$ cat config.mk
export PLATFORM = sky130hd
export DESIGN_NAME = sha1_message_digest_unit
export DESIGN_NICKNAME = d
export VERILOG_FILES = /design/src/rtl/sha1_mdu_pkg.sv /design/src/rtl/sha1_mdu_round.sv /design/src/rtl/sha1_message_digest_unit.sv
export SDC_FILE = /design/constraint.sdc
export NUM_CORES = 2
export LEC_CHECK = 0
export ABC_AREA = 1
export BUFFER_PORTS_ARGS = -buffer_cell sky130_fd_sc_hd__buf_2
export CAP_MARGIN = 0
export CORE_UTILIZATION = 59
export CTS_CLUSTER_SIZE = 24
export DETAILED_ROUTE_END_ITERATION = 8
export GPL_ROUTABILITY_DRIVEN = 0
export PLACE_DENSITY = 0.78
export SYNTH_ARGS = -nofsm -noshare
export SYNTH_HDL_FRONTEND = slang
export SYNTH_HIERARCHICAL = 1
export SYNTH_SLANG_ARGS = --single-unit
$ cat constraint.sdc
create_clock -name clk -period 13.1 [get_ports clk]
set_input_delay 1.31 -clock clk [delete_from_list [all_inputs] [get_ports clk]]
set_output_delay 1.31 -clock clk [all_outputs]
set_load 0.02 [all_outputs]
$ cat src/rtl/sha1_mdu_pkg.sv
package sha1_mdu_pkg;

	// a..e working variables of the compression
	typedef struct packed {
		logic [31:0] a;
		logic [31:0] b;
		logic [31:0] c;
		logic [31:0] d;
		logic [31:0] e;
	} work_t;

	localparam logic [31:0] H_INIT [5] = '{
		32'h67452301, 32'hefcdab89, 32'h98badcfe, 32'h10325476, 32'hc3d2e1f0
	};

	localparam logic [31:0] K_CH  = 32'h5a827999;
	localparam logic [31:0] K_PAR = 32'h6ed9eba1;
	localparam logic [31:0] K_MAJ = 32'h8f1bbcdc;
	localparam logic [31:0] K_PAR2 = 32'hca62c1d6;

	localparam logic [6:0] LAST_ROUND = 7'd79;
	localparam logic [5:0] LEN_POS    = 6'd56;
	localparam logic [5:0] LAST_POS   = 6'd63;
	localparam logic [2:0] LAST_WORD  = 3'd4;
	localparam logic [7:0] PAD_MARK   = 8'h80;

endpackage

$ cat src/rtl/sha1_mdu_round.sv
module sha1_mdu_round (
	input  sha1_mdu_pkg::work_t cur,
	input  logic [31:0]         w,
	input  logic [6:0]          rnd,
	output sha1_mdu_pkg::work_t nxt
);

	logic [31:0] f;
	logic [31:0] k;
	logic [31:0] t;

	always_comb begin
		case (rnd) inside
			[7'd0:7'd19]: begin
				f = cur.d ^ (cur.b & (cur.c ^ cur.d));
				k = sha1_mdu_pkg::K_CH;
			end
			[7'd20:7'd39]: begin
				f = cur.b ^ cur.c ^ cur.d;
				k = sha1_mdu_pkg::K_PAR;
			end
			[7'd40:7'd59]: begin
				f = (cur.b & cur.c) | (cur.b & cur.d) | (cur.c & cur.d);
				k = sha1_mdu_pkg::K_MAJ;
			end
			default: begin
				f = cur.b ^ cur.c ^ cur.d;
				k = sha1_mdu_pkg::K_PAR2;
			end
		endcase
		t = {cur.a[26:0], cur.a[31:27]} + f + cur.e + w + k;
		nxt.a = t;
		nxt.b = cur.a;
		nxt.c = {cur.b[1:0], cur.b[31:2]};
		nxt.d = cur.c;
		nxt.e = cur.d;
	end

endmodule

$ cat src/rtl/sha1_message_digest_unit.sv
// SHA-1 digest engine. Message bytes enter one per input beat into a 512-bit block
// register; a beat with only byte_present low and last_item low is a no-op. When a
// data beat fills a block, the block runs 80 rounds through a single round adder,
// one round per cycle, followed by the chaining add, and the input stalls until the
// add is done. A beat with last_item set (byte or not; a lone last beat opening a
// message hashes the empty message) starts padding: the 0x80 mark, zeros and the
// 64-bit bit length are shifted in one byte per cycle, followed by one compression,
// or two when 56 or more bytes were pending. The five digest words then leave as
// five output beats, word 0 first, final_word set on word 4, and the engine is ready
// for the next message with the initial chaining values restored.
module sha1_message_digest_unit (
	input  logic        clk,
	input  logic        arst_n,
	input  logic        in_valid,
	output logic        in_stall,
	input  logic [7:0]  data_byte,
	input  logic        byte_present,
	input  logic        last_item,
	output logic        out_valid,
	input  logic        out_stall,
	output logic [31:0] digest_word,
	output logic [2:0]  word_number,
	output logic        final_word
);

	typedef enum logic [4:0] {
		ST_IDLE  = 5'b00001,
		ST_PAD   = 5'b00010,
		ST_ROUND = 5'b00100,
		ST_ADD   = 5'b01000,
		ST_OUT   = 5'b10000
	} state_t;

	state_t               state_q;
	logic [31:0]          chain_q [5];
	logic [31:0]          w_q [16];
	logic [31:0]          w_byte [16];
	logic [31:0]          w_sched [16];
	logic [31:0]          sched_mix;
	sha1_mdu_pkg::work_t  work_q;
	sha1_mdu_pkg::work_t  work_nxt;
	logic [6:0]           rnd_q;
	logic [5:0]           fill_q;
	logic [54:0]          blk_q;
	logic [63:0]          len_q;
	logic                 pad_q;
	logic                 sent80_q;
	logic                 fit_q;
	logic                 final_blk_q;
	logic [2:0]           out_idx_q;
	logic                 in_acc;
	logic                 out_free;
	logic [7:0]           shift_byte;
	logic [7:0]           pad_byte;
	logic                 fit_now;
	logic [60:0]          total_bytes;

	assign in_stall = (state_q != ST_IDLE);
	assign in_acc   = in_valid & ~in_stall;
	assign out_free = ~out_valid | ~out_stall;

	assign pad_byte = !sent80_q ? sha1_mdu_pkg::PAD_MARK :
		((fit_q && fill_q >= sha1_mdu_pkg::LEN_POS) ? len_q[63:56] : 8'h00);
	assign shift_byte  = (state_q == ST_PAD) ? pad_byte : data_byte;
	// does the length fit behind the mark in the block being padded
	assign fit_now     = sent80_q ? fit_q : (fill_q < sha1_mdu_pkg::LEN_POS);
	assign total_bytes = {blk_q, fill_q} + 61'(byte_present);

	sha1_mdu_round u_round (
		.cur (work_q),
		.w   (w_q[0]),
		.rnd (rnd_q),
		.nxt (work_nxt)
	);

	// byte shift (big-endian fill) and message schedule shift
	always_comb begin
		for (int j = 0; j < 15; j++) begin
			w_byte[j]  = {w_q[j][23:0], w_q[j+1][31:24]};
			w_sched[j] = w_q[j+1];
		end
		w_byte[15]  = {w_q[15][23:0], shift_byte};
		sched_mix   = w_q[13] ^ w_q[8] ^ w_q[2] ^ w_q[0];
		w_sched[15] = {sched_mix[30:0], sched_mix[31]};
	end

	// datapath registers, no reset
	always_ff @(posedge clk) begin
		if ((in_acc && byte_present) || state_q == ST_PAD) begin
			w_q <= w_byte;
		end else if (state_q == ST_ROUND) begin
			w_q <= w_sched;
		end
		if (in_acc && last_item) begin
			len_q <= {total_bytes, 3'b000};
		end else if (state_q == ST_PAD && sent80_q && fit_q &&
			fill_q >= sha1_mdu_pkg::LEN_POS) begin
			len_q <= {len_q[55:0], 8'h00};
		end
		if (state_q == ST_ROUND) begin
			work_q <= work_nxt;
		end else begin
			work_q <= {chain_q[0], chain_q[1], chain_q[2], chain_q[3], chain_q[4]};
		end
		if (state_q == ST_OUT && out_free) begin
			digest_word <= chain_q[out_idx_q];
			word_number <= out_idx_q;
			final_word  <= (out_idx_q == sha1_mdu_pkg::LAST_WORD);
		end
	end

	always_ff @(posedge clk or negedge arst_n) begin
		if (!arst_n) begin
			state_q     <= ST_IDLE;
			chain_q     <= sha1_mdu_pkg::H_INIT;
			rnd_q       <= '0;
			fill_q      <= '0;
			blk_q       <= '0;
			pad_q       <= 1'b0;
			sent80_q    <= 1'b0;
			fit_q       <= 1'b0;
			final_blk_q <= 1'b0;
			out_idx_q   <= '0;
			out_valid   <= 1'b0;
		end else begin
			if (state_q == ST_OUT && out_free) begin
				out_valid <= 1'b1;
			end else if (out_valid && !out_stall) begin
				out_valid <= 1'b0;
			end
			case (state_q)
				ST_IDLE: begin
					if (in_acc) begin
						if (byte_present) begin
							fill_q <= fill_q + 6'd1;
						end
						if (last_item) begin
							pad_q    <= 1'b1;
							sent80_q <= 1'b0;
						end
						if (byte_present && fill_q == sha1_mdu_pkg::LAST_POS) begin
							blk_q       <= blk_q + 55'd1;
							rnd_q       <= '0;
							final_blk_q <= 1'b0;
							state_q     <= ST_ROUND;
						end else if (last_item) begin
							state_q <= ST_PAD;
						end
					end
				end
				ST_PAD: begin
					fill_q <= fill_q + 6'd1;
					if (!sent80_q) begin
						sent80_q <= 1'b1;
					end
					if (fill_q == sha1_mdu_pkg::LAST_POS) begin
						final_blk_q <= fit_now;
						// at block end; for an overflow block the length goes into the next one
						fit_q       <= 1'b1;
						rnd_q       <= '0;
						state_q     <= ST_ROUND;
					end else if (!sent80_q) begin
						fit_q <= fit_now;
					end
				end
				ST_ROUND: begin
					rnd_q <= rnd_q + 7'd1;
					if (rnd_q == sha1_mdu_pkg::LAST_ROUND) begin
						state_q <= ST_ADD;
					end
				end
				ST_ADD: begin
					chain_q[0] <= chain_q[0] + work_q.a;
					chain_q[1] <= chain_q[1] + work_q.b;
					chain_q[2] <= chain_q[2] + work_q.c;
					chain_q[3] <= chain_q[3] + work_q.d;
					chain_q[4] <= chain_q[4] + work_q.e;
					if (final_blk_q) begin
						out_idx_q <= '0;
						state_q   <= ST_OUT;
					end else if (pad_q) begin
						state_q <= ST_PAD;
					end else begin
						state_q <= ST_IDLE;
					end
				end
				ST_OUT: begin
					if (out_free) begin
						out_idx_q <= out_idx_q + 3'd1;
						if (out_idx_q == sha1_mdu_pkg::LAST_WORD) begin
							chain_q     <= sha1_mdu_pkg::H_INIT;
							blk_q       <= '0;
							pad_q       <= 1'b0;
							final_blk_q <= 1'b0;
							state_q     <= ST_IDLE;
						end
					end
				end
				default: begin
					state_q <= ST_IDLE;
				end
			endcase
		end
	end

`ifndef SYNTHESIS
	a_round_range: assert property (@(posedge clk) disable iff (!arst_n)
		state_q == ST_ROUND |-> rnd_q <= sha1_mdu_pkg::LAST_ROUND)
		else $error("round counter out of range");

	a_out_block_done: assert property (@(posedge clk) disable iff (!arst_n)
		state_q == ST_OUT |-> fill_q == 6'd0 && pad_q)
		else $error("digest output with partial block");

	a_final_has_len: assert property (@(posedge clk) disable iff (!arst_n)
		state_q == ST_ADD && final_blk_q |-> pad_q && fit_q && sent80_q)
		else $error("final block without length");

	a_final_word: assert property (@(posedge clk) disable iff (!arst_n)
		out_valid && final_word |-> word_number == sha1_mdu_pkg::LAST_WORD)
		else $error("final flag on wrong digest word");
`endif

endmodule

# After elaboration in Yosys (flattened, before gate mapping)
# Cells that the tools add are included.
# totals
reg_bits	1010
inputBits	14
# classes
n_eq_ne	20
magnitude_cmp	9
add_sub_neg	14
bitwise	19
reduce_logical	32
n_mux	62
# ops
operator	n
$mux W512	2
$mux W160	3
$pmux W160 S2	1
$add A32 B32 Y32	9
$mux W32	7
$xor A32 B32 Y32	7
$mux W55	4
$and A32 B32 Y32	4
$mux W64	2
$pmux W55 S2	1
$bmux W32 S3	1
$or A32 B32 Y32	2
$add A61 B1 Y61	1
$add A55 B1 Y55 const B	1
$mux W5	8
$mux W31	1
$pmux W5 S5	1
$mux W8	3
$mux W7	3
$pmux W7 S3	1
$le A7 B6 Y1 const B	2
$mux W1	14
$logic_and A1 B1 Y1	12
$mux W6	2
41 further kinds	64

# Depth between registers and ports, before layout
# logic_depth
depth_word	11
mapped_depth	28
depth_no_buf	27

# Hierarchy
# Netlist, hierarchy kept.
# modules_own_cells
module	area_each_um2	cells_each	instances
sha1_message_digest_unit	55876.1	7288	1
sha1_mdu_round	7189.4	1007	1

# Worst setup path after synthesis
# OpenSTA, ideal clock, no wires.
# synth_path
path_kind	input-to-reg
start	in in_valid
end	reg w_q, in the netlist w_byte[100], enable pin
arrival_time_ps	10352
setup_slack_ps	-899
required_time_ps	9453
setup_time_ps	3647
stages	5
path_cell_list	a31oi_2 > buf_2 > buf_4 > buf_4 > nand2_1
# synth_via
elab_chain_cells	4
# synth_lines
element	line_no	source
start: declaration	sha1_message_digest_unit.sv:14	input logic in_valid,
$and A1 B1 Y1	sha1_message_digest_unit.sv:59	assign in_acc = in_valid & ~in_stall;
$logic_and A1 B1 Y1	sha1_message_digest_unit.sv:89	if ((in_acc && byte_present) || state_q == ST_PAD) begin
$logic_or A1 B1 Y1	sha1_message_digest_unit.sv:89	
$reduce_bool A2 Y1 (no line)	n/a	
end signal: assignment	sha1_message_digest_unit.sv:90	w_q <= w_byte;
end signal: assignment	sha1_message_digest_unit.sv:92	w_q <= w_sched;
end: declaration	sha1_message_digest_unit.sv:36	logic [31:0] w_q [16];
# No other way between the ends.
# A chain may end at the register's enable or synchronous reset.

==> out/qor.txt <==
Synth Warn # - 6
final net count - 8445
post-synthesis register bit count - 1010
post-synthesis mux area share - 0%
Clock Skews - 0.0481 ns
layout cells sized above 1 - 5.06%
RSZ-0062 raised after global routing - no
max-cap check violation count - 0
CP Max Fanout - 30
chip height - 329 um
setup violators final - 0
crit path launch type - flop
Hold Path Depth - 2
Gate Count Post-Synth - 8295
Hold EP - chain_q[36]$_DFFE_PN1P_
clk_lat worst skew - 0.73 ns
CTS sink cnt - 1010
Mapped Nets - 8633
Synth Cell Area - 63100 um^2
via count - 54800
synth top area cells - edfxtp_1, nand2_1, inv_1, dfrtp_1, dfxtp_1
CTS tree - built
via/cell ratio - 5.72
die area - 108000 um^2
Hold Startpoint - chain_q[36]$_DFFE_PN1P_
Die W - 329 um
Core Region - 106000 um^2
row count - 119
CP Capture Type - flop
largest area contributor in the netlist - edfxtp_1
Detailed Routing Iterations Pass 1 - 9
Routed Antenna Nets - 0
WL final - 185 mm
minimum clock period - 5.00 ns
largest net degree at the start of global routing - 254
FF-to-FF path depth - 19
failing checks - design-rule violations
Crit Path Class - reg -> reg
postcts setup bufs - 0
top_reg_cell synth - edfxtp_1
final count of hold timing violations - 0
Worst-path clk slew - 0.06 ns
r2r endpoint - work_q[145]$_DFF_P_
FMAX - 200 MHz
grt ovf - 0
CP arrival - 5.57 ns
FF-to-FF Start - rnd_q[2]$_DFFE_PN0P_
simple-gate share of the synthesized area - 27.6%
top-count cell post-synth - nand2_1
Required @ worst endpoint - 13.68 ns
largest family of logic cells by synthesized area - simple AND/OR/NAND/NOR gates
CTS buffer count - 106
post-synth cell types - 60
initial antenna violation count - 0
CTS resizes - 0
post-synthesis async set-or-reset flop share - 23.9%
proportion of synthesized chip area in sequential cells - 43.8%
Worst Tran Pin Value - 1.27 ns
clk buf depth - 3
all-layer global routing usage - 34.1%
Rel. slew slack - 14.8%
Initial Utilization - 59.7%
post-DR wirelength/cell - 19.3 um
Post-synth EDFFs - 609
TNS Setup - 0 ns
Final HPWL DP - 134 mm
Iter 0 DRT Violations - 7302
vias in the first global route - 51400
share of the synthesized area in the top cell type - 29.0%
post-synthesis xor/xnor area fraction - 2.82%
Area Overhead vs Synth - 6.05%
H-tree levels - 3
PortBufs - 51
CTS Hold Bufs - 0
Compound-Gate Fraction of Synth Area - 7.84%
clk root buf - clkbuf_16
CP startpoint - rnd_q[2]$_DFFE_PN0P_
Slew Viols, Final - 0
status - complete, but fails checks
adder and majority gate portion of the synthesized area - 7.92%
total I/O pin count - 52
Remaining DRCs - 12
global-route wire length before repair - 286 mm
r2r setup slk - 8.10 ns
commonest cells in the netlist - nand2_1, inv_1, edfxtp_1
Synth Area per Inst - 7.60 um^2
crit share post-route - 38.1%
HP Class - reg -> reg
==> worst max path at each step <==
stage                                  endpoint  slack [ns]
after floorplan           w_byte[100]$_DFFE_PP_        4.35
after global placement      work_q[145]$_DFF_P_        8.39
after detailed placement    work_q[145]$_DFF_P_        8.29
after CTS                   work_q[145]$_DFF_P_        8.26
after global routing        work_q[156]$_DFF_P_        7.98
final                       work_q[145]$_DFF_P_        8.10
==> cell type report <==
type	count	area, um^2
multi-input combinational	5800	29200
inverter	1105	4180
clock inverter	59	757
antenna	2	5.00
clock buffer	130	2840
timing repair buffer	84	551
tap	1391	1740
sequential	1010	27600
fill	8989	38700
==> kinds of logic (layout without fill, tap and decap cells) <==
logic type / Yosys count / in the layout
AND/OR/NAND/NOR: 4362 / 4362
buffers and inverters: 1485 / 1378
flip-flops: 1010 / 1010
AO/OA/AOI/OAI: 911 / 911
adder cells (fa/ha/maj): 324 / 324
XOR/XNOR: 203 / 203
other: 0 / 2
==> registers in the layout, indices dropped and copies added, names as in the netlist, 5 cells and up <==
name and flops:
w_byte 504, chain_q 160, work_q 160, len_q 61
blk_q 55, digest_word 32, w_q 8, rnd_q 7
fill_q 6, state_q 5
==> routing by layer <==
metal / vias to the layer above / part of all wire, % / global-route usage [%]
met5: - / 0 / 0
met4: 0 / 8.0 / 22.7
met3: 772 / 11 / 8.27
met2: 3014 / 42 / 50.5
met1: 25300 / 38 / 44.5
li1: 25800 / - / -
==> cells in the final DEF, fill, tap and decap left out, types with 8 or more instances in the layout <==
cell and count:
edfxtp_1 609, nor2_1 486, xnor2_1 116, clkbuf_1 17, clkinv_1 21, nand3_1 318, a221oi_1 8, a31oi_1 14
dfstp_2 81, buf_4 30, a21oi_1 241, nand3b_1 10, buf_2 50, nand2_1 3321, and2_1 11, clkinvlp_4 9
nor2_2 10, inv_1 1081, a211oi_1 10, a21o_1 9, nand2_2 13, nand4_1 108, o21ai_0 490, nor3_1 42
clkbuf_16 108, inv_2 15, o21bai_1 26, xor2_1 87, o21ai_1 36, o22ai_1 50, ha_1 199, fa_1 125
or2_2 10, dfrtp_1 158, bufinv_16 14, clkinv_2 9, dfxtp_1 160
==> critical path, cell delays in order, from the launching register on <==
cell and delay (ns):
dfrtp_1 0.58, nand2_1 0.15, nand3_2 0.10, buf_4 0.47, nand2_8 0.23, inv_4 0.30, nand2_1 0.10, nand3_1 0.11
fa_1 0.46, fa_1 0.49, ha_1 0.24, fa_1 0.48, nand3_1 0.13, nand3_1 0.19, and2_1 0.22, nor2_1 0.18
o21ai_1 0.10, xor2_1 0.16, nand2_1 0.08, o21ai_0 0.08
==> per-stage QoR <==
stage / worst slack, ns / hold WS, ns / util, % / std cells / instance area, um^2
after floorplan: 4.35 / 0.451 / - / 8295 / 63100
after global placement: 8.39 / 0.484 / 59.9 / 9390 / 63300
after detailed placement: 8.29 / 0.487 / 59.9 / 9390 / 63300
after CTS: 8.26 / 0.498 / 63.4 / 9579 / 66900
after global routing: 7.98 / 0.521 / 63.4 / 9579 / 66900
final: 8.10 / 0.502 / 63.4 / 9581 / 66900
Power is left out: the tool's default activity adds up to more than one toggle a clock period on the data nets, which glitch-free logic cannot reach.
